<file path="src/hdl/mcg_pkg.sv">
// Shared types and codes for the month calendar grid block.
// Used by the controller, the datapath and the top level; no dependencies.
package mcg_pkg;

    // Datapath operation codes: OP_NONE, then one per setup step
    typedef enum logic [2:0] {
        OP_NONE,
        OP_MUL_Y,
        OP_LEAP,
        OP_MUL_YY,
        OP_SUM,
        OP_MUL_SUM,
        OP_FIRST
    } t_op;

    typedef struct packed {
        logic load;
        t_op  op;
        logic advance;
    } t_cmd;

    typedef struct packed {
        logic bad;
        logic last;
    } t_stat;

    localparam int YEAR_W  = 14;
    localparam int MONTH_W = 4;
    localparam int DAY_W   = 5;
    localparam int DOW_W   = 3;
    localparam int ROW_W   = 3;

endpackage

</file>
<file path="src/hdl/mcg_if.sv">
// Channel interfaces for the month calendar grid block: request and day words.
// Depends on mcg_pkg for field widths.
interface mcg_req_if;
    import mcg_pkg::*;
    logic               valid;
    logic               ready;
    logic [YEAR_W-1:0]  year;
    logic [MONTH_W-1:0] month;

    modport source (output valid, year, month, input ready);
    modport sink   (input valid, year, month, output ready);
endinterface

interface mcg_day_if;
    import mcg_pkg::*;
    logic             valid;
    logic             ready;
    logic [DAY_W-1:0] day_number;
    logic [DOW_W-1:0] day_of_week;
    logic [ROW_W-1:0] grid_row;
    logic             last_day;
    logic             bad_date;

    modport source (output valid, day_number, day_of_week, grid_row, last_day, bad_date,
                    input ready);
    modport sink   (input valid, day_number, day_of_week, grid_row, last_day, bad_date,
                    output ready);
endinterface

</file>
<file path="src/hdl/mcg_ctrl.sv">
// Sequencer for the month calendar grid: steps the datapath through setup,
// then emits one day word per handshake. Depends on mcg_pkg.
module mcg_ctrl (
    input  logic           i_clk,
    input  logic           i_rst_n,
    input  logic           i_in_valid,
    output logic           o_in_ready,
    output logic           o_out_valid,
    input  logic           i_out_ready,
    output mcg_pkg::t_cmd  o_cmd,
    input  mcg_pkg::t_stat i_stat
);
    import mcg_pkg::*;

    localparam logic [2:0] S_IDLE  = 3'd0;
    localparam logic [2:0] S_MY    = 3'd1;
    localparam logic [2:0] S_LEAP  = 3'd2;
    localparam logic [2:0] S_MYY   = 3'd3;
    localparam logic [2:0] S_SUM   = 3'd4;
    localparam logic [2:0] S_MSUM  = 3'd5;
    localparam logic [2:0] S_FIRST = 3'd6;
    localparam logic [2:0] S_EMIT  = 3'd7;

    logic [2:0] r_state;
    logic [2:0] n_state;

    always_ff @(posedge i_clk) begin
        if (!i_rst_n) begin
            r_state <= S_IDLE;
        end else begin
            r_state <= n_state;
        end
    end

    assign o_in_ready  = (r_state == S_IDLE);
    assign o_out_valid = (r_state == S_EMIT);

    always_comb begin
        n_state       = r_state;
        o_cmd.load    = 1'b0;
        o_cmd.op      = OP_NONE;
        o_cmd.advance = 1'b0;
        unique case (r_state)
            S_IDLE: begin
                if (i_in_valid) begin
                    o_cmd.load = 1'b1;
                    n_state    = S_MY;
                end
            end
            S_MY: begin
                o_cmd.op = OP_MUL_Y;
                // bad request: payload is already zero, go straight out
                n_state  = i_stat.bad ? S_EMIT : S_LEAP;
            end
            S_LEAP: begin
                o_cmd.op = OP_LEAP;
                n_state  = S_MYY;
            end
            S_MYY: begin
                o_cmd.op = OP_MUL_YY;
                n_state  = S_SUM;
            end
            S_SUM: begin
                o_cmd.op = OP_SUM;
                n_state  = S_MSUM;
            end
            S_MSUM: begin
                o_cmd.op = OP_MUL_SUM;
                n_state  = S_FIRST;
            end
            S_FIRST: begin
                o_cmd.op = OP_FIRST;
                n_state  = S_EMIT;
            end
            S_EMIT: begin
                if (i_out_ready) begin
                    if (i_stat.last) begin
                        n_state = S_IDLE;
                    end else begin
                        o_cmd.advance = 1'b1;
                    end
                end
            end
            default: n_state = S_IDLE;
        endcase
    end
endmodule

</file>
<file path="src/hdl/mcg_dp.sv">
// Datapath for the month calendar grid: shared constant multiplier for the
// divisions by 100 and 7, weekday sum, month length and day counters. Depends on mcg_pkg.
module mcg_dp (
    input  logic                        i_clk,
    input  mcg_pkg::t_cmd               i_cmd,
    output mcg_pkg::t_stat              o_stat,
    input  logic [mcg_pkg::YEAR_W-1:0]  i_year,
    input  logic [mcg_pkg::MONTH_W-1:0] i_month,
    output logic [mcg_pkg::DAY_W-1:0]   o_day_number,
    output logic [mcg_pkg::DOW_W-1:0]   o_day_of_week,
    output logic [mcg_pkg::ROW_W-1:0]   o_grid_row,
    output logic                        o_last_day,
    output logic                        o_bad_date
);
    import mcg_pkg::*;

    // floor(x/100) = (x*5243)>>19 for x < 10000; floor(x/7) = (x*2341)>>14 for x < 1024
    localparam logic [12:0] RECIP_100 = 13'd5243;
    localparam logic [11:0] RECIP_7   = 12'd2341;
    localparam int          PROD_W    = 27;

    function automatic logic [5:0] zeller_term(input logic [MONTH_W-1:0] mm);
        logic [5:0] t;
        unique case (mm)
            4'd3:    t = 6'd10;
            4'd4:    t = 6'd13;
            4'd5:    t = 6'd15;
            4'd6:    t = 6'd18;
            4'd7:    t = 6'd20;
            4'd8:    t = 6'd23;
            4'd9:    t = 6'd26;
            4'd10:   t = 6'd28;
            4'd11:   t = 6'd31;
            4'd12:   t = 6'd33;
            4'd13:   t = 6'd36;
            4'd14:   t = 6'd39;
            default: t = 6'd0;
        endcase
        return t;
    endfunction

    function automatic logic [DAY_W-1:0] base_len(input logic [MONTH_W-1:0] m);
        logic [DAY_W-1:0] l;
        unique case (m)
            4'd2:                      l = 5'd28;
            4'd4, 4'd6, 4'd9, 4'd11:   l = 5'd30;
            default:                   l = 5'd31;
        endcase
        return l;
    endfunction

    logic [YEAR_W-1:0]  r_year;
    logic [MONTH_W-1:0] r_month;
    logic               r_bad;
    logic [PROD_W-1:0]  r_prod;
    logic               r_leap;
    logic [9:0]         r_sum;
    logic [DAY_W-1:0]   r_len;
    logic [DAY_W-1:0]   r_day;
    logic [DOW_W-1:0]   r_dow;
    logic [ROW_W-1:0]   r_row;

    logic               early;
    logic [YEAR_W-1:0]  prev_year;
    logic [MONTH_W-1:0] zmonth;
    logic [YEAR_W-1:0]  div_src;
    logic [6:0]         cent;
    logic [YEAR_W-1:0]  rem_full;
    logic [6:0]         yrem;
    logic [9:0]         sum;
    logic [6:0]         q7;
    logic [9:0]         rem7;
    logic [DOW_W-1:0]   first;
    logic               in_bad;

    // January and February count as months 13 and 14 of the year before
    assign early     = (r_month <= 4'd2);
    assign prev_year = early ? (r_year - YEAR_W'(1)) : r_year;
    assign zmonth    = early ? (r_month + 4'd12) : r_month;

    assign div_src  = (i_cmd.op == OP_LEAP) ? r_year : prev_year;
    assign cent     = r_prod[25:19];
    assign rem_full = div_src - (YEAR_W'(cent) * YEAR_W'(100));
    assign yrem     = rem_full[6:0];

    assign sum = 10'(yrem) + 10'(yrem >> 2) + 10'(cent >> 2) + (10'(cent) * 10'd5)
               + 10'(zeller_term(zmonth));

    assign q7    = r_prod[20:14];
    assign rem7  = r_sum - (10'(q7) * 10'd7);
    assign first = rem7[DOW_W-1:0];

    assign in_bad = (i_month < 4'd1) || (i_month > 4'd12)
                 || (i_year < 14'd1) || (i_year > 14'd9999);

    always_ff @(posedge i_clk) begin
        if (i_cmd.load) begin
            r_year  <= i_year;
            r_month <= i_month;
            r_bad   <= in_bad;
            r_day   <= '0;
            r_dow   <= '0;
            r_row   <= '0;
        end
        unique case (i_cmd.op)
            OP_MUL_Y:   r_prod <= PROD_W'(r_year) * PROD_W'(RECIP_100);
            OP_LEAP:    r_leap <= (r_year[1:0] == 2'd0) && ((yrem != 7'd0) || (cent[1:0] == 2'd0));
            OP_MUL_YY:  r_prod <= PROD_W'(prev_year) * PROD_W'(RECIP_100);
            OP_SUM:     r_sum  <= sum;
            OP_MUL_SUM: r_prod <= PROD_W'(r_sum) * PROD_W'(RECIP_7);
            OP_FIRST: begin
                r_len <= base_len(r_month) + DAY_W'((r_month == 4'd2) && r_leap);
                r_day <= DAY_W'(1);
                r_dow <= first;
                r_row <= '0;
            end
            default: ;
        endcase
        if (i_cmd.advance) begin
            r_day <= r_day + DAY_W'(1);
            // wrap to Sunday and drop to the next grid row
            if (r_dow == 3'd6) begin
                r_dow <= '0;
                r_row <= r_row + ROW_W'(1);
            end else begin
                r_dow <= r_dow + DOW_W'(1);
            end
        end
    end

    assign o_stat.bad   = r_bad;
    assign o_stat.last  = r_bad || (r_day == r_len);
    assign o_day_number  = r_day;
    assign o_day_of_week = r_dow;
    assign o_grid_row    = r_row;
    assign o_last_day    = o_stat.last;
    assign o_bad_date    = r_bad;
endmodule

</file>
<file path="src/hdl/month_calendar_grid.sv">
// Month calendar grid: one (year, month) request in, one word per day out, one if bad.
// Setup: S_MY to S_FIRST precede the first day word; a bad date goes out after S_MY.
// Throughput: no new request is taken until the last day word has gone; the six-step
// setup shares the constant multiplier, then one day word per cycle while ready is high.
// Reset: synchronous active-low reset returns the sequencer to idle; no data is cleared.
module month_calendar_grid (
    input  logic   i_clk,
    input  logic   i_rst_n,
    mcg_req_if.sink   i_req,
    mcg_day_if.source o_day
);
    import mcg_pkg::*;

    t_cmd  cmd;
    t_stat stat;

    mcg_ctrl u_ctrl (
        .i_clk       (i_clk),
        .i_rst_n     (i_rst_n),
        .i_in_valid  (i_req.valid),
        .o_in_ready  (i_req.ready),
        .o_out_valid (o_day.valid),
        .i_out_ready (o_day.ready),
        .o_cmd       (cmd),
        .i_stat      (stat)
    );

    mcg_dp u_dp (
        .i_clk         (i_clk),
        .i_cmd         (cmd),
        .o_stat        (stat),
        .i_year        (i_req.year),
        .i_month       (i_req.month),
        .o_day_number  (o_day.day_number),
        .o_day_of_week (o_day.day_of_week),
        .o_grid_row    (o_day.grid_row),
        .o_last_day    (o_day.last_day),
        .o_bad_date    (o_day.bad_date)
    );
endmodule

</file>
<file path="src/flat_wrapper.sv">
// flat-port wrapper written by rule: the top's interface ports become plain ports
module month_calendar_grid_flat import mcg_pkg::*;
  (i_clk, i_rst_n, i_req_valid, i_req_year, i_req_month, i_req_ready, o_day_valid, o_day_day_number, o_day_day_of_week, o_day_grid_row, o_day_last_day, o_day_bad_date, o_day_ready);
  mcg_req_if i_req_i ();
  mcg_day_if o_day_i ();
  input  logic i_clk;
  input  logic i_rst_n;
  input wire logic [$bits(i_req_i.valid)-1:0] i_req_valid;
  input wire logic [$bits(i_req_i.year)-1:0] i_req_year;
  input wire logic [$bits(i_req_i.month)-1:0] i_req_month;
  output wire logic [$bits(i_req_i.ready)-1:0] i_req_ready;
  output wire logic [$bits(o_day_i.valid)-1:0] o_day_valid;
  output wire logic [$bits(o_day_i.day_number)-1:0] o_day_day_number;
  output wire logic [$bits(o_day_i.day_of_week)-1:0] o_day_day_of_week;
  output wire logic [$bits(o_day_i.grid_row)-1:0] o_day_grid_row;
  output wire logic [$bits(o_day_i.last_day)-1:0] o_day_last_day;
  output wire logic [$bits(o_day_i.bad_date)-1:0] o_day_bad_date;
  input wire logic [$bits(o_day_i.ready)-1:0] o_day_ready;
  assign i_req_i.valid = i_req_valid;
  assign i_req_i.year = i_req_year;
  assign i_req_i.month = i_req_month;
  assign i_req_ready = i_req_i.ready;
  assign o_day_valid = o_day_i.valid;
  assign o_day_day_number = o_day_i.day_number;
  assign o_day_day_of_week = o_day_i.day_of_week;
  assign o_day_grid_row = o_day_i.grid_row;
  assign o_day_last_day = o_day_i.last_day;
  assign o_day_bad_date = o_day_i.bad_date;
  assign o_day_i.ready = o_day_ready;
  month_calendar_grid u_core (.i_clk(i_clk), .i_rst_n(i_rst_n), .i_req(i_req_i), .o_day(o_day_i));
endmodule
</file>
<file path="config.mk">
export PLATFORM = sky130hd
export DESIGN_NAME = month_calendar_grid_flat
export DESIGN_NICKNAME = d
export VERILOG_FILES = /design/src/hdl/mcg_pkg.sv /design/src/hdl/mcg_if.sv /design/src/hdl/mcg_ctrl.sv /design/src/hdl/mcg_dp.sv /design/src/hdl/month_calendar_grid.sv /design/src/flat_wrapper.sv
export SDC_FILE = /design/constraint.sdc
export NUM_CORES = 1
export LEC_CHECK = 0
export BUFFER_PORTS_ARGS = -buffer_cell sky130_fd_sc_hd__buf_4
export CAP_MARGIN = 0
export CORE_MARGIN = 3
export CORE_UTILIZATION = 58
export DETAILED_ROUTE_END_ITERATION = 8
export PLACE_DENSITY_LB_ADDON = 0.08
export SETUP_SLACK_MARGIN = 0.4
export SLEW_MARGIN = 5
export SYNTH_ARGS = -nofsm -noshare
export SYNTH_HDL_FRONTEND = slang
export SYNTH_SLANG_ARGS = --single-unit
</file>
<file path="constraint.sdc">
create_clock -name i_clk -period 7.9 [get_ports i_clk]
set_clock_uncertainty 0.15 [all_clocks]
set_input_delay 1.58 -clock i_clk [delete_from_list [all_inputs] [get_ports i_clk]]
set_output_delay 1.58 -clock i_clk [all_outputs]
set_load 0.02 [all_outputs]
</file>
; ---- Yosys cells after proc, flatten, opt, wreduce, memory -nomap -nowiden
; Memories as Yosys holds them, arrays and structs flattened.
; Cells that the tools add are included.
[word_totals]
output_inout_bits = 15
memories = 1
ramBits = 0
rom_bits = 96
wordCells = 101
reg_bits = 75
inputBits = 22
latchBits = 0
[mem_list]
columns = name, depth, width, read_ports, rd_clocked_by_memory_dff, wr, line
row1 = (name not given), 16, 6, 1, 0, 0, mcg_dp.sv:24  ; unique case (mm)
[classes]
reduce_logical = 15
n_addsub = 12
muxes = 28
n_bitwise = 0
div = 0
n_lt_le_gt_ge = 5
n_eq_ne = 23
shift = 0
mul = 6
[op_table]
columns = cell, n
row1 = $pmux W26 S3, 1
row2 = $mul A14 B13 Y26 const B, 2
row3 = $mux W3, 12
row4 = $eq A3 B3 Y1 const B, 8
row5 = $pmux W3 S8, 1
row6 = $mul A10 B12 Y22 const B, 1
row7 = $mux W5, 4
row8 = $pmux W3 S6, 1
row9 = $gt A14 B14 Y1 const B, 1
row10 = $lt A14 B1 Y1 const B, 1
row11 = $mux W14, 1
row12 = $sub A14 B1 Y14 const B, 1
row13 = $eq A3 B2 Y1 const B, 4
row14 = $add A10 B6 Y10, 1
row15 = $add A9 B10 Y10, 1
row16 = $mul A7 B3 Y10 const B, 1
row17 = $add A8 B5 Y9, 1
row18 = $add A7 B5 Y8, 1
row19 = $eq A4 B3 Y1 const B, 2
row20 = $eq A4 B4 Y1 const B, 2
row21 = $mul A7 B3 Y3 const B, 1
row22 = $mul A7 B5 Y5 const B, 1
row23 = $mux W7, 1
row24 = $reduce_bool A7 Y1, 1
row25 = other kinds (24), 38

; ---- Logic depth before layout (Yosys ltp)
[logic_depth]
depth_word = 9
mapped_depth = 28
ltp_nobuf = 28

; ---- Cells and area by module
; A second synthesis with hierarchy kept.
[unflattened]
cells_unflattened = 1249
hier_area_um2 = 12529.5
[modules_own_cells]
columns = mod, cells_each, area_per_inst_um2, n_inst, seq_area_each_um2
row1 = mcg_dp, 1221, 12313.1, 1, 1591.5
row2 = mcg_ctrl, 28, 216.5, 1, 60.1

; ---- Worst setup path before layout
; No wires, ideal clock.
[synth_timing]
path_kind = register -> register
from = reg u_core.u_dp.r_year[1]
to = reg u_core.u_dp.r_prod[24] (data pin)
stages_incl_launch_ff = 26
arrival_ps = 6126
period_less_slack_ps = 6538
setup_slack_ps = 1362
path_buffers = 0
cell_sequence = edfxtp_1 > inv_1 > ha_1 > inv_1 > a21boi_1 > o21ai_1 > nor2_2 > nand4_1 > xnor2_1 > xor2_1 > inv_1 > fa_1 > inv_1 > fa_1 > fa_1 > inv_1 > fa_1 > inv_1 > ha_1 > and4_4 > a221o_1 > a41oi_4 > o21ai_4 > a31oi_1 > xor2_1 > o22ai_1
[synth_between]
elab_chain_len = 4
elab_cells_between_ends = 5
cone_classes = add/sub: 1 / mul: 2 / mux: 2
[synth_lines]
columns = element, line
row1 = from (decl), mcg_dp.sv:52  ; logic [YEAR_W-1:0] r_year;
row2 = from (signal assigned), mcg_dp.sv:98  ; r_year <= i_year;
row3 = $sub A14 B1 Y14, mcg_dp.sv:78  ; assign prev_year = early ? (r_year - YEAR_W'(1)) : r_year;
row4 = $mux W14, mcg_dp.sv:78
row5 = $mul A14 B13 Y26, mcg_dp.sv:108  ; OP_MUL_YY: r_prod <= PROD_W'(prev_year) * PROD_W'(RECIP_100);
row6 = $pmux W26 S3 *, mcg_dp.sv:105  ; unique case (i_cmd.op)
row7 = to (signal assigned), mcg_dp.sv:106  ; OP_MUL_Y: r_prod <= PROD_W'(r_year) * PROD_W'(RECIP_100);
row8 = to (signal assigned), mcg_dp.sv:108
row9 = to (signal assigned), mcg_dp.sv:110  ; OP_MUL_SUM: r_prod <= PROD_W'(r_sum) * PROD_W'(RECIP_7);
row10 = to (decl), mcg_dp.sv:55  ; logic [PROD_W-1:0] r_prod;
; Every way passes the cells marked *; elsewhere a longest branch is shown, timed or not.
; A chain may end at the register's enable or synchronous reset.

; ---- Final worst setup path
[layout_timing]
from = reg u_core.u_dp.r_year[0]
to = reg u_core.u_dp.r_prod[24] (data pin)
; Same word-level chain as after synthesis.

==> results.yml <==
status:
  outcome: "finished, final reports clean"
global_routing:
  overflow: 0
  grt_pass1_wl_um: 44050
  grt_max_degree: 21
  gr-usage-all-layers_pct: 23.43
  antenna_found_initial: 0
  grt_pass1_vias: 8910
synthesis:
  synth-async-reset-ratio_pct: 0
  synth_most_common_cell: "inv_1"
  synth_edf_count: 51
  synthCells: 1270
  netlist_top_cells_count: "339 x inv_1, 312 x ha_1, 154 x fa_1"
  synth.largest_area_cell: "ha_1"
  synth.net_count: 1758
  synthAdderAreaFrac_pct: 55.20
  synthMuxAreaShare_pct: 0.5832
  synthSimpleGateAreaFrac_pct: 6.722
  synth.avg_cell_area_um2: 9.966
  post_synth_xor_area_fraction_pct: 6.396
  yosys-top-cells-area: "ha_1 31%, fa_1 24%, edfxtp_1 12%"
  synth_top_family_by_area: "adder cells"
  synth_compound_area_share_pct: 7.740
  synth-seq-area-share_pct: 13.05
  yosys.area.top_type_share_pct: 30.84
  ys_types: 72
  synth-seq-cells: 57
  synth_top_flop_cell: "edfxtp_1"
  syn_area_um2: 12660
  synth_warnings: 0
critical_path:
  worst_setup_path_start_kind: "register"
  critPathRequiredTime_ps: 7830
  path_cells: "inv_1, ha_1, inv_1, a21boi_1, o21ai_1, nor2_2, nand3_1, xnor2_4, buf_12, xor2_1, fa_1, fa_1, inv_1, fa_1, fa_1, inv_1, ha_1, and4_4, a221o_1, a41oi_4, o21ai_4, a31oi_1, xor2_1, o22ai_1"
  crit_family: "adder cells"
  cp_num_buf_inv: 5
  worst-setup-path-type: "reg2reg"
  crit_path_max_fanout: 8
  critPathLaunch: "u_core.u_dp.r_year[0]"
  critPathMaxStageDelay_ps: 570
  worst_setup_path_end_kind: "register"
  r2r-start: "u_core.u_dp.r_year[0]"
  cp.arrival_ps: 7120
  cpMaxStageDelayCell: "edfxtp_1"
clock_tree:
  cts-root-buf: "clkbuf_16"
  ctsHtreeMaxLevel: 3
  cts_buffers: 9
  cts_tree: "yes"
  cts_sinks: 57
  cts_buffer_depth: 2
  clk_pin_slew_ps: 60
  cts_hold_buffers: 0
  clock_latency_ps: 340
detailed_routing:
  first_iter_violations: 483
  vias: 8633
  drc_errors: 0
  wl_um: 26410
  ant_nets: 0
  dr.pass1.iters: 4
  viasPerCell: 5.369
  wl_per_cell_um: 16.43
sta:
  setup_violations: 0
  max_slew_margin_pct: 52.86
  fin_crit_ps: 7187
  period_share_pct: 90.98
  fmax_ghz: 0.1391
  finalHoldViolations: 0
  fin_setup_tns_ps: 0
  slew_violations: 0
  tightestPinTransition_ps: 700.7
  worst_hold_slack_ps: 356.3
  grt_setup_unrepaired: "false"
worst_hold_path:
  hp-start: "u_core.u_dp.o_grid_row[2]"
  hp-class: "reg2reg"
placed_design:
  gp_congestion: 0.8652
  place.detailed.hpwl_um: 23100
  io_buffers: 36
floorplanning:
  start_util_pct: 59.65
  core_area_um2: 21220
  ios: 37
  design.die.area_um2: 23630
  die_x_um: 153.7
  die_y_um: 153.7
  rows: 53
final_layout:
  antenna-diode-count: 0
  drive_gt1_share_pct: 7.652
  final_net_count: 1816
  syn_to_final_growth_pct: 8.126
  fill_cells: 1817
flow_run:
  maxCapViolations: 0
-- worst reg2reg max path: cells and delay by family (launching register included) --
kind	cells	cell delay [ps]
adder cells (fa/ha/maj)	6	2620
AO/OA/AOI/OAI	7	1720
XOR/XNOR	3	700
AND/OR/NAND/NOR	3	670
flip-flops	1	570
buffers and inverters	5	520
-- kinds of logic (layout without fill, tap and decap cells) --
logic type	Yosys count	count (layout)
XOR/XNOR	83	83
multiplexers	6	6
AND/OR/NAND/NOR	168	168
AO/OA/AOI/OAI	143	143
buffers and inverters	347	410
adder cells (fa/ha/maj)	466	466
flip-flops	57	57
-- placed cells by master (no fill, tap or decap), types with 21 or more instances in the layout --
cell | Yosys | routed
edfxtp_1 | 51 | 51
o21ai_0 | 21 | 21
buf_4 | 0 | 52
nand3_1 | 21 | 21
ha_1 | 312 | 312
nand2_1 | 51 | 51
inv_1 | 339 | 337
fa_1 | 154 | 154
xnor2_1 | 60 | 60
nor2_1 | 31 | 31
a21oi_1 | 38 | 38
-- layout make-up --
type | count | area [um^2] | area share (%)
multi-input combinational | 866 | 9701 | 70.88
sequential | 57 | 1652 | 12.07
inverter | 341 | 1284 | 9.380
timing repair buffer | 53 | 410.4 | 2.999
tap | 275 | 344.1 | 2.514
clock buffer | 9 | 225.2 | 1.646
clock inverter | 7 | 70.07 | 0.5120
-- flip-flops by register name, summed over array words and instances, names as in the netlist --
name,cells
u_core.u_dp.o_day_of_week,3
u_core.u_dp.o_grid_row,3
u_core.u_dp.r_month,4
u_core.u_dp.o_day_number,5
u_core.u_ctrl.r_state,3
u_core.u_dp.r_leap,1
u_core.u_dp.r_prod,10
u_core.u_dp.r_sum,10
u_core.u_dp.r_year,14
u_core.u_dp.r_len,3
u_core.u_dp.o_bad_date,1
-- per-layer routing --
metal  part of all wire, %  wire length (um)  track usage (%)
met2                    46             12080            37.64
met4                   1.4               378            3.953
met1                    48             12810            34.57
met5                     0                 0                0
met3                   4.3              1145            3.321
-- metrics by stage --
step           util, %  area (um^2)  setup WS, ps  instances
2_1_floorplan        -        12660          1362       1270
3_3_place_gp     62.71        13310         709.4       1583
3_5_place_dp     62.71        13310         649.4       1583
4_1_cts          64.10        13600         627.3       1599
5_1_grt          64.49        13690         408.6       1608
6_report         64.49        13690         712.7       1608
-- path summary, 6_finish.rpt --
path / end / slack, ps / cells after the start
max: u_core.u_dp.r_prod[24] / 710 / 24
min: u_core.u_dp.o_grid_row[2] / 360 / 1
max reg2reg: u_core.u_dp.r_prod[24] / 710 / 24
min reg2reg: u_core.u_dp.o_grid_row[2] / 360 / 1
-- timing repair --
| action | CTS | global route |
|---|---|---|
| setup buffers | 0 | 9 |
| endpoints found under the setup margin | 0 | 7 |
| resized for setup | 0 | 2 |
Power is left out: the tool's default activity adds up to more than one toggle a clock period on the data nets, which glitch-free logic cannot reach.
